File: config.mk
export PLATFORM = sky130hd
export DESIGN_NAME = mandelbrot_escape_depth_unit
export DESIGN_NICKNAME = d
export VERILOG_FILES = /design/src/sv/mandel_pkg.sv /design/src/sv/mandelbrot_escape_depth_unit.sv
export SDC_FILE = /design/constraint.sdc
export NUM_CORES = 2
export LEC_CHECK = 0
export BUFFER_PORTS_ARGS = -buffer_cell sky130_fd_sc_hd__buf_4
export CAP_MARGIN = 15
export CORE_MARGIN = 2
export CORE_UTILIZATION = 45
export CTS_CLUSTER_DIAMETER = 80
export CTS_CLUSTER_SIZE = 40
export DETAILED_ROUTE_END_ITERATION = 12
export PLACE_DENSITY = 0.56
export SLEW_MARGIN = 30
export SYNTH_ARGS = -nofsm -noshare
export SYNTH_HDL_FRONTEND = slang
export SYNTH_SLANG_ARGS = --single-unit
File: constraint.sdc
create_clock -name i_clk -period 12 [get_ports i_clk]
set_input_delay 0.6 -clock i_clk [delete_from_list [all_inputs] [get_ports i_clk]]
set_output_delay 0.6 -clock i_clk [all_outputs]
set_load 0.02 [all_outputs]
File: src/sv/mandel_pkg.sv
// ----------------------------------------------------------------------------
// Mandelbrot escape-depth package
// Shared types, fixed-point constants, register codes and helpers for the
// escape-depth engine.
// ----------------------------------------------------------------------------
package mandel_pkg;

    // Fixed-point formats: coordinates Q5.27, products Q10.54
    localparam int Q_W      = 32;
    localparam int Q_FRAC   = 27;
    localparam int PROD_W   = 64;
    localparam int PIX_W    = 10;
    localparam int DEPTH_W  = 8;

    // Escape threshold 5.0 in Q10.54
    localparam logic [PROD_W-1:0] ESC_LIMIT = PROD_W'(5) << 54;

    // Largest escape depth the result word can carry
    localparam logic [DEPTH_W-1:0] DEPTH_MAX = '1;

    // Register reset values
    localparam logic [Q_W-1:0] X_ORIGIN_RST = 32'd31676726;
    localparam logic [Q_W-1:0] Y_ORIGIN_RST = 32'd69793219;
    localparam logic [Q_W-1:0] X_STEP_RST   = 32'd262;
    localparam logic [Q_W-1:0] Y_STEP_RST   = 32'd262;

    // Register index codes (byte address / 4)
    typedef enum logic [1:0] {
        REG_X_ORIGIN = 2'd0,
        REG_Y_ORIGIN = 2'd1,
        REG_X_STEP   = 2'd2,
        REG_Y_STEP   = 2'd3
    } t_reg_idx;

    // Sequencer states
    typedef enum logic [3:0] {
        ST_IDLE,
        ST_REDUCE,
        ST_MUL_CX,
        ST_MUL_CY,
        ST_C_DONE,
        ST_MUL_XX,
        ST_MUL_YY,
        ST_MUL_XY,
        ST_UPDATE,
        ST_HOLD
    } t_state;

    // Clamp a wide signed value to the Q5.27 range
    function automatic logic signed [Q_W-1:0] sat_q(input logic signed [PROD_W-1:0] v);
        logic signed [PROD_W-1:0] q_max;
        logic signed [PROD_W-1:0] q_min;
        q_max = PROD_W'(33'sh0_7FFF_FFFF);
        q_min = -(PROD_W'(33'sh0_8000_0000));
        if (v > q_max) begin
            return {1'b0, {(Q_W-1){1'b1}}};
        end else if (v < q_min) begin
            return {1'b1, {(Q_W-1){1'b0}}};
        end else begin
            return v[Q_W-1:0];
        end
    endfunction

endpackage

File: src/sv/mandelbrot_escape_depth_unit.sv
// ----------------------------------------------------------------------------
// Mandelbrot escape-depth unit
// A pixel is accepted in IDLE, folded into the frame in REDUCE (one subtract
// at a time), c is formed in MUL_CX, MUL_CY and C_DONE, each iteration runs
// MUL_XX, MUL_YY, MUL_XY and UPDATE, and HOLD loads the result word once free.
// No new pixel is taken until the last result is loaded; the single 32x32
// multiplier serves x*x, y*y and x*y in turn each iteration.
// Reset (synchronous, active low) idles the sequencer, drops any pending
// result word and loads the default origin and step registers.
// ----------------------------------------------------------------------------
module mandelbrot_escape_depth_unit #(
    parameter int MAX_ITER = 256,
    parameter int MAX_DIM  = 1024
) (
    input  logic                              i_clk,
    input  logic                              i_rst_n,
    // pixel input channel
    input  logic                              i_valid,
    output logic                              o_ready,
    input  logic [mandel_pkg::PIX_W-1:0]      i_pixel_row,
    input  logic [mandel_pkg::PIX_W-1:0]      i_pixel_col,
    // result channel
    output logic                              o_valid,
    input  logic                              i_ready,
    output logic [mandel_pkg::DEPTH_W-1:0]    o_escape_depth,
    // configuration port
    input  logic                              psel,
    input  logic                              penable,
    input  logic                              pwrite,
    input  logic [3:0]                        paddr,
    input  logic [31:0]                       pwdata,
    output logic [31:0]                       prdata,
    output logic                              pready
);

    localparam int DW    = $clog2(MAX_ITER + 1);
    localparam int EW    = (DW > mandel_pkg::DEPTH_W) ? DW : mandel_pkg::DEPTH_W;
    localparam int DIM_W = $clog2(MAX_DIM + 1);
    localparam int CW    = (DIM_W > mandel_pkg::PIX_W) ? DIM_W : mandel_pkg::PIX_W;
    localparam int QW    = mandel_pkg::Q_W;
    localparam int PW    = mandel_pkg::PROD_W;

    // control state
    mandel_pkg::t_state r_state, n_state;
    logic                r_out_valid, n_out_valid;

    // configuration registers
    logic [QW-1:0] r_x_origin, r_y_origin, r_x_step, r_y_step;

    // datapath registers
    logic [mandel_pkg::PIX_W-1:0]   r_row, n_row;
    logic [mandel_pkg::PIX_W-1:0]   r_col, n_col;
    logic signed [QW-1:0]           r_cx, n_cx;
    logic signed [QW-1:0]           r_cy, n_cy;
    logic signed [QW-1:0]           r_x, n_x;
    logic signed [QW-1:0]           r_y, n_y;
    logic signed [PW-1:0]           r_prod, n_prod;
    logic signed [PW-1:0]           r_xx, n_xx;
    logic signed [PW-1:0]           r_yy, n_yy;
    logic [DW-1:0]                  r_depth, n_depth;
    logic [mandel_pkg::DEPTH_W-1:0] r_out, n_out;

    // shared multiplier operands
    logic signed [QW-1:0] mul_a;
    logic signed [QW-1:0] mul_b;

    // helper terms
    logic [CW-1:0]        row_ext, col_ext, dim_c;
    logic                 row_big, col_big;
    logic [PW-1:0]        mag;
    logic signed [PW-1:0] diff_sh;
    logic signed [PW-1:0] xy_sh;
    logic signed [PW-1:0] new_x_wide;
    logic signed [PW-1:0] new_y_wide;
    logic signed [PW-1:0] cx_wide;
    logic signed [PW-1:0] cy_wide;
    logic [DW-1:0]        depth_dec;
    logic [EW-1:0]        depth_ext;
    logic                 done_iter;
    logic                 cfg_wr;

    // APB: always ready, write on access phase
    assign pready = 1'b1;
    assign cfg_wr = psel & penable & pwrite;

    // register read mux
    always_comb begin
        unique case (mandel_pkg::t_reg_idx'(paddr[3:2]))
            mandel_pkg::REG_X_ORIGIN: prdata = r_x_origin;
            mandel_pkg::REG_Y_ORIGIN: prdata = r_y_origin;
            mandel_pkg::REG_X_STEP:   prdata = r_x_step;
            mandel_pkg::REG_Y_STEP:   prdata = r_y_step;
            default:                  prdata = '0;
        endcase
    end

    // configuration registers
    always_ff @(posedge i_clk) begin
        if (!i_rst_n) begin
            r_x_origin <= mandel_pkg::X_ORIGIN_RST;
            r_y_origin <= mandel_pkg::Y_ORIGIN_RST;
            r_x_step   <= mandel_pkg::X_STEP_RST;
            r_y_step   <= mandel_pkg::Y_STEP_RST;
        end else if (cfg_wr) begin
            unique case (mandel_pkg::t_reg_idx'(paddr[3:2]))
                mandel_pkg::REG_X_ORIGIN: r_x_origin <= pwdata;
                mandel_pkg::REG_Y_ORIGIN: r_y_origin <= pwdata;
                mandel_pkg::REG_X_STEP:   r_x_step   <= pwdata;
                mandel_pkg::REG_Y_STEP:   r_y_step   <= pwdata;
                default: ;
            endcase
        end
    end

    // handshake outputs
    assign o_ready        = (r_state == mandel_pkg::ST_IDLE);
    assign o_valid        = r_out_valid;
    assign o_escape_depth = r_out;

    // frame folding compares
    assign row_ext = CW'(r_row);
    assign col_ext = CW'(r_col);
    assign dim_c   = CW'(MAX_DIM);
    assign row_big = (row_ext >= dim_c);
    assign col_big = (col_ext >= dim_c);

    // shared multiplier operand select
    always_comb begin
        mul_a = r_x;
        mul_b = r_x;
        case (r_state)
            mandel_pkg::ST_MUL_CX: begin
                mul_a = $signed(QW'(r_col));
                mul_b = $signed(r_x_step);
            end
            mandel_pkg::ST_MUL_CY: begin
                mul_a = $signed(QW'(r_row));
                mul_b = $signed(r_y_step);
            end
            mandel_pkg::ST_MUL_YY: begin
                mul_a = r_y;
                mul_b = r_y;
            end
            mandel_pkg::ST_MUL_XY: begin
                mul_a = r_x;
                mul_b = r_y;
            end
            default: begin
                mul_a = r_x;
                mul_b = r_x;
            end
        endcase
    end

    assign n_prod = PW'(mul_a) * PW'(mul_b);

    // point forming and iteration update terms
    assign cx_wide    = PW'(signed'(r_x_origin)) + r_prod;
    assign cy_wide    = PW'(signed'(r_y_origin)) + r_prod;
    assign mag        = PW'(r_xx) + PW'(r_yy);
    assign diff_sh    = (r_xx - r_yy) >>> mandel_pkg::Q_FRAC;
    assign xy_sh      = r_prod >>> (mandel_pkg::Q_FRAC - 1);
    assign new_x_wide = diff_sh + PW'(r_cx);
    assign new_y_wide = xy_sh + PW'(r_cy);
    assign depth_dec  = r_depth - DW'(1);
    assign done_iter  = (depth_dec == '0) || (mag >= mandel_pkg::ESC_LIMIT);
    assign depth_ext  = EW'(r_depth);

    // sequencer: next state and datapath updates
    always_comb begin
        n_state     = r_state;
        n_out_valid = r_out_valid;
        n_row       = r_row;
        n_col       = r_col;
        n_cx        = r_cx;
        n_cy        = r_cy;
        n_x         = r_x;
        n_y         = r_y;
        n_xx        = r_xx;
        n_yy        = r_yy;
        n_depth     = r_depth;
        n_out       = r_out;

        // drop the result word once taken
        if (r_out_valid && i_ready) begin
            n_out_valid = 1'b0;
        end

        unique case (r_state)
            mandel_pkg::ST_IDLE: begin
                if (i_valid) begin
                    n_row   = i_pixel_row;
                    n_col   = i_pixel_col;
                    n_state = mandel_pkg::ST_REDUCE;
                end
            end
            mandel_pkg::ST_REDUCE: begin
                // fold indices into the frame one subtract per cycle
                if (row_big) begin
                    n_row = r_row - mandel_pkg::PIX_W'(MAX_DIM);
                end
                if (col_big) begin
                    n_col = r_col - mandel_pkg::PIX_W'(MAX_DIM);
                end
                if (!row_big && !col_big) begin
                    n_state = mandel_pkg::ST_MUL_CX;
                end
            end
            mandel_pkg::ST_MUL_CX: begin
                n_state = mandel_pkg::ST_MUL_CY;
            end
            mandel_pkg::ST_MUL_CY: begin
                n_cx    = mandel_pkg::sat_q(cx_wide);
                n_x     = mandel_pkg::sat_q(cx_wide);
                n_state = mandel_pkg::ST_C_DONE;
            end
            mandel_pkg::ST_C_DONE: begin
                n_cy    = mandel_pkg::sat_q(cy_wide);
                n_y     = mandel_pkg::sat_q(cy_wide);
                n_depth = DW'(MAX_ITER);
                n_state = mandel_pkg::ST_MUL_XX;
            end
            mandel_pkg::ST_MUL_XX: begin
                n_state = mandel_pkg::ST_MUL_YY;
            end
            mandel_pkg::ST_MUL_YY: begin
                n_xx    = r_prod;
                n_state = mandel_pkg::ST_MUL_XY;
            end
            mandel_pkg::ST_MUL_XY: begin
                n_yy    = r_prod;
                n_state = mandel_pkg::ST_UPDATE;
            end
            mandel_pkg::ST_UPDATE: begin
                // advance z and count down; stop on escape or limit
                n_x     = mandel_pkg::sat_q(new_x_wide);
                n_y     = mandel_pkg::sat_q(new_y_wide);
                n_depth = depth_dec;
                n_state = done_iter ? mandel_pkg::ST_HOLD : mandel_pkg::ST_MUL_XX;
            end
            mandel_pkg::ST_HOLD: begin
                // load the result word when the output register is free
                if (!r_out_valid || i_ready) begin
                    if (depth_ext > EW'(mandel_pkg::DEPTH_MAX)) begin
                        n_out = mandel_pkg::DEPTH_MAX;
                    end else begin
                        n_out = depth_ext[mandel_pkg::DEPTH_W-1:0];
                    end
                    n_out_valid = 1'b1;
                    n_state     = mandel_pkg::ST_IDLE;
                end
            end
            default: begin
                n_state = mandel_pkg::ST_IDLE;
            end
        endcase
    end

    // control registers
    always_ff @(posedge i_clk) begin
        if (!i_rst_n) begin
            r_state     <= mandel_pkg::ST_IDLE;
            r_out_valid <= 1'b0;
        end else begin
            r_state     <= n_state;
            r_out_valid <= n_out_valid;
        end
    end

    // datapath registers
    always_ff @(posedge i_clk) begin
        r_row   <= n_row;
        r_col   <= n_col;
        r_cx    <= n_cx;
        r_cy    <= n_cy;
        r_x     <= n_x;
        r_y     <= n_y;
        r_prod  <= n_prod;
        r_xx    <= n_xx;
        r_yy    <= n_yy;
        r_depth <= n_depth;
        r_out   <= n_out;
    end

endmodule
Yosys cells after proc, flatten, opt, wreduce, memory -nomap -nowiden
Index checks and enable logic that the tools add are counted. Widths: inputs -> output; s select.

Input port bits: 63. Output and inout bits: 43. Word-level logic and storage cells: 96. Flip-flop bits (word level): 490.

Magnitude comparators: 12. $add $sub $neg: 7. Reductions and logical operators: 20. Bitwise gates (word level): 2. Multipliers: 1. Eq/ne operators: 15. Mux-type cells: 22.

Operator list (number): $mux 32 (8); $pmux 32 s3 (2); $add 32x64->64 (2); $gt 64x32->1 const B (2); $lt 64x32->1 const B (2); $pmux 32 s2 (2); $pmux 32 s4 (1); $add 64x64->64 (1); $ge 64x57->1 const B (1); $mul 32x32->64 (1); $sub 64x64->64 (1); $pmux 4 s10 (1); $add 38x32->39 (1); $gt 39x32->1 const B (1); $lt 39x32->1 const B (1); $add 37x32->38 (1); $gt 38x32->1 const B (1); $lt 38x32->1 const B (1); $ge 10x11->1 const B (2); $pmux 9 s2 (1); $eq 4x3->1 const B (4); $mux 4 (4); $reduce_and 2->1 (6); $gt 9x8->1 const B (1); other kinds (18) (31).

Logic depth before layout (Yosys ltp)
Word-level depth: 6. Depth in mapped cells: 37.

Worst setup path before layout
No wires, ideal clock.

Path type: reg2reg. Start: reg r_state[0]. End: reg r_prod[63]. Buffers on the path: 3. Arrival time: 9368 ps. Setup slack: 2560 ps. Clock period less this slack: 9440 ps. Cell stages (with the launch flop): 33. Cells stage by stage: dfxtp_1 clkbuf_1 buf_1 mux2_2 o21ai_0 o21a_1 clkbuf_1 nor2_1 fa_1 inv_1 fa_1 inv_1 fa_1 fa_1 inv_1 fa_1 inv_1 fa_1 inv_1 fa_1 inv_1 fa_1 ha_1 and3_1 a31oi_1 nand2_1 a21o_1 a21o_1 a21oi_1 or4b_2 a31o_2 a21oi_1 xnor2_1.

Word-level cells in the longest chain between the ends: 4.

Ends and longest elaborated chain: start, declared (RTL line mandelbrot_escape_depth_unit.sv:44) `mandel_pkg::t_state r_state, n_state;`; start signal, assigned (RTL line mandelbrot_escape_depth_unit.sv:262) `r_state <= mandel_pkg::ST_IDLE;`; start signal, assigned (RTL line mandelbrot_escape_depth_unit.sv:265) `r_state <= n_state;`; $eq 4x3->1 (RTL line mandelbrot_escape_depth_unit.sv:131) `case (r_state)`; $reduce_or 2->1 (no line); $pmux 32 s3 (RTL line mandelbrot_escape_depth_unit.sv:131); $mul 32x32->64 * (RTL line mandelbrot_escape_depth_unit.sv:155) `assign n_prod = PW'(mul_a) * PW'(mul_b);`; via n_prod[63] (RTL line mandelbrot_escape_depth_unit.sv:57) `logic signed [PW-1:0] r_prod, n_prod;`; end signal, assigned (RTL line mandelbrot_escape_depth_unit.sv:278) `r_prod <= n_prod;`; end, declared (RTL line mandelbrot_escape_depth_unit.sv:57).

Mark *: on every way through the listed nets, which the timed path passes. The rest lies on a longest branch. A chain may end at the register's enable or synchronous reset.

Worst setup path after layout
Start: reg r_state[0]. End: reg r_prod[59].

Same word-level chain as after synthesis.

==> key figures <==
Outcome
  • Outcome: finished, final reports clean

Cells and area
  • Layout area overhead: 6.64%
  • Post-Layout Cell Count: 10,200
  • Most common cell after layout, fill and taps aside: inv_1
  • Share of cells above drive strength 1: a little over 6%
  • Nets: 9,737
  • Most frequent cells in the layout: 1,146 x inv_1, 1,141 x nand2_1, 1,087 x fa_1

Critical path
  • R2R cell count: 34
  • Worst r2r dst: r_prod[59]
  • Buf/Inv on CP: 6
  • Worst setup EP type: register
  • Critical Path Start: r_state[0]
  • Critical path arrival: 11.77 ns
  • Internal reg-to-reg setup slack: 0.71 ns
  • Slowest-stage cell, CP: dfxtp_4
  • CP Capture Point: r_prod[59]
  • WS Path Type: register to register
  • Crit Path Max Fanout: slightly below 50
  • Worst path max stage delay: 0.93 ns
  • Setup crit start kind: register
  • Reg2reg start: r_state[0]
  • Levels on crit path: 34
  • Crit path top cell by count: fa_1
  • Delay-heaviest family, CP: adder cells
  • CP required: 12.48 ns

Timing
  • Final slew viol count: 0
  • Endpoints failing hold: 0
  • Period minus WS final: roughly 11 ns
  • Skew final: 0.0898 ns
  • Relative slew slack: between 20 and 30%
  • Final setup TNS: 0 ns
  • RSZ-0062 raised after global routing: no
  • Worst-margin pin slew: 1.06 ns
  • Setup violators final: 0
  • Fin crit share: 94.1%
  • Final WS setup: roughly 0.71 ns
  • Max Freq: slightly below 90 MHz

Yosys
  • Synth Instances: a little over 8,000
  • Mapped Area: 71,500 sq um
  • Syn Nets: 9,827
  • Ys async rst share: 0%
  • Yosys warns: 0
  • Avg Inst Size Synth: between 8 and 9 sq um
  • Synth top area share: 30.4%
  • Sequential share of the synthesized area: 17.8%
  • Number of synthesized flops with an enable pin: 293
  • Top cells by area, synth: fa_1 30%, edfxtp_1 12%, ha_1 9.0%
  • Cell taking the most area after synthesis: fa_1
  • Yosys cell types: 94
  • #FFs+latches synth: 490
  • Synth Flop Type: edfxtp_1

Route
  • Vias per cell: between 5 and 6
  • Final WL: roughly 260,000 microns
  • Met3 routed WL: 21,300 microns
  • Iteration count of the initial detailed-routing pass: 8
  • DR WL met2: between 100,000 and 150,000 microns
  • Via count: 59,800
  • Routed metal-1 wirelength: 110,000 microns
  • Avg WL per Cell: 25.7 microns
  • Detail Route Antenna Nets: 0
  • DR top layer: met5
  • DRT iter0 DRCs: 5,661
  • Drt drc: 0

Global route
  • Vias in the first global route: 58,900
  • Largest net degree at the start of global routing: 71
  • First-pass GRT wire length: 389,000 microns
  • Initial antenna violation count: 13
  • Congestion Overflow GR: 0
  • All-Layer GR Usage: 32.3%

Die
  • Core Rows: approximately 150
  • I/O pin total: about 110
  • Horiz. Die Dim: 403 microns
  • Starting Density: 45.3%
  • DIE AREA: roughly 160,000 sq um
  • Die span in y: 403 microns
  • Core area: ~160,000 sq um

CTS
  • Clock sink count: 490
  • CTS Buffer Depth: 3
  • Hold_buf cts: 0
  • CTS resizes: 0
  • Clk slew on worst S/H paths: 0.09 ns
  • Htree depth: 2
  • TritonCTS Buffers: 35
  • # Post-CTS Setup Buffers: 0
  • Root buffer cell: clkbuf_16
  • CTS tree: done
  • Clk Latency, worst-skew pair: between 0.6 and 0.7 ns

Worst hold path
  • Hold-critical path depth: 1
  • HP Class: primary input to register
  • Worst hold start: i_pixel_col[0]

Place
  • Placer Congestion: 0.965
  • Pre-CTS WS: 0.983 ns
  • Post-DP HPWL: 211,000 microns
  • Port bufs: 102
  • Placed Cells: about 10,000

Run
  • Max Cap Viol: 0
metal layers:
layer / vias up / global-route usage, %
li1: 26600 / -
met1: 30400 / 44.6
met2: 2442 / 51.0
met3: 400 / 5.35
met4: 12 / 12.2
met5: - / 0
final cells by class:
cell class	count	area, sq um
antenna	8	20.0
clock buffer	39	913
clock inverter	24	387
fill	15300	81800
inverter	1148	4310
multi-input combinational	6135	53300
sequential	490	12700
tap	2072	2590
timing repair buffer	263	2000
synth_stat cells, types with 10 or more instances:
cell / instances
o21ai_0: 288
a41oi_1: 14
or4_1: 12
a22oi_1: 11
nor4_1: 28
a31oi_1: 58
and2_1: 46
mux2_2: 11
nand2b_1: 70
o21a_1: 79
xor2_1: 92
o211ai_1: 26
clkbuf_1: 343
o31ai_1: 33
o21ai_1: 27
and3_1: 41
buf_2: 12
and4_1: 13
a32oi_1: 31
a21o_1: 147
nor2b_1: 43
a211oi_1: 46
or2_2: 31
a21oi_1: 559
o21bai_1: 76
mux4_2: 32
buf_1: 27
dfxtp_1: 197
nand2_1: 1144
xnor2_1: 175
ha_1: 514
or3_1: 29
inv_1: 1146
a221oi_1: 10
mux2i_1: 28
fa_1: 1087
nand3_1: 140
nor2_1: 832
edfxtp_1: 293
a21boi_0: 22
nand4_1: 64
a2111oi_0: 19
nor3_1: 75
registers in the layout, indices dropped and copies added (netlist names):
register	cells
r_x_step	32
r_col	10
r_x	32
r_prod	64
r_x_origin	32
r_y_step	32
o_escape_depth	8
r_cx	32
o_valid	1
r_y	32
r_xx	64
r_y_origin	32
r_row	10
depth_ext	9
r_cy	32
r_state	4
r_yy	64
how the worst min path moves through the flow:
stage                              end  slack [ns]
after floorplan            r_y_step[0]        0.44
after global placement    r_x_step[22]        0.45
after detailed placement  r_x_step[16]        0.46
after CTS                     r_col[0]        0.09
after global routing          r_col[0]        0.11
final                         r_col[0]        0.13
metrics by stage:
step                      instance area [sq um]  utilization (%)  hold WS, ns
after floorplan                           71500                -        0.443
after global placement                    74900             47.4        0.452
after detailed placement                  74900             47.4        0.460
after CTS                                 76200             48.2       0.0884
after global routing                      76200             48.3        0.110
final                                     76300             48.3        0.126
cell families (layout without fill, tap and decap cells):
group	after synthesis	after routing	synth area share, %
buf+inv	1538	1474	8.17
xor+xnor	267	267	3.27
flops	490	490	17.8
simple gates	2616	2616	15.8
fa+ha+maj	1601	1601	39.4
other cells	1	9	0.00524
mux	71	71	1.57
compound gates	1579	1579	13.9
Power is not shown: default switching activity piles up to over one toggle a cycle in this logic, so the estimate is an artifact.
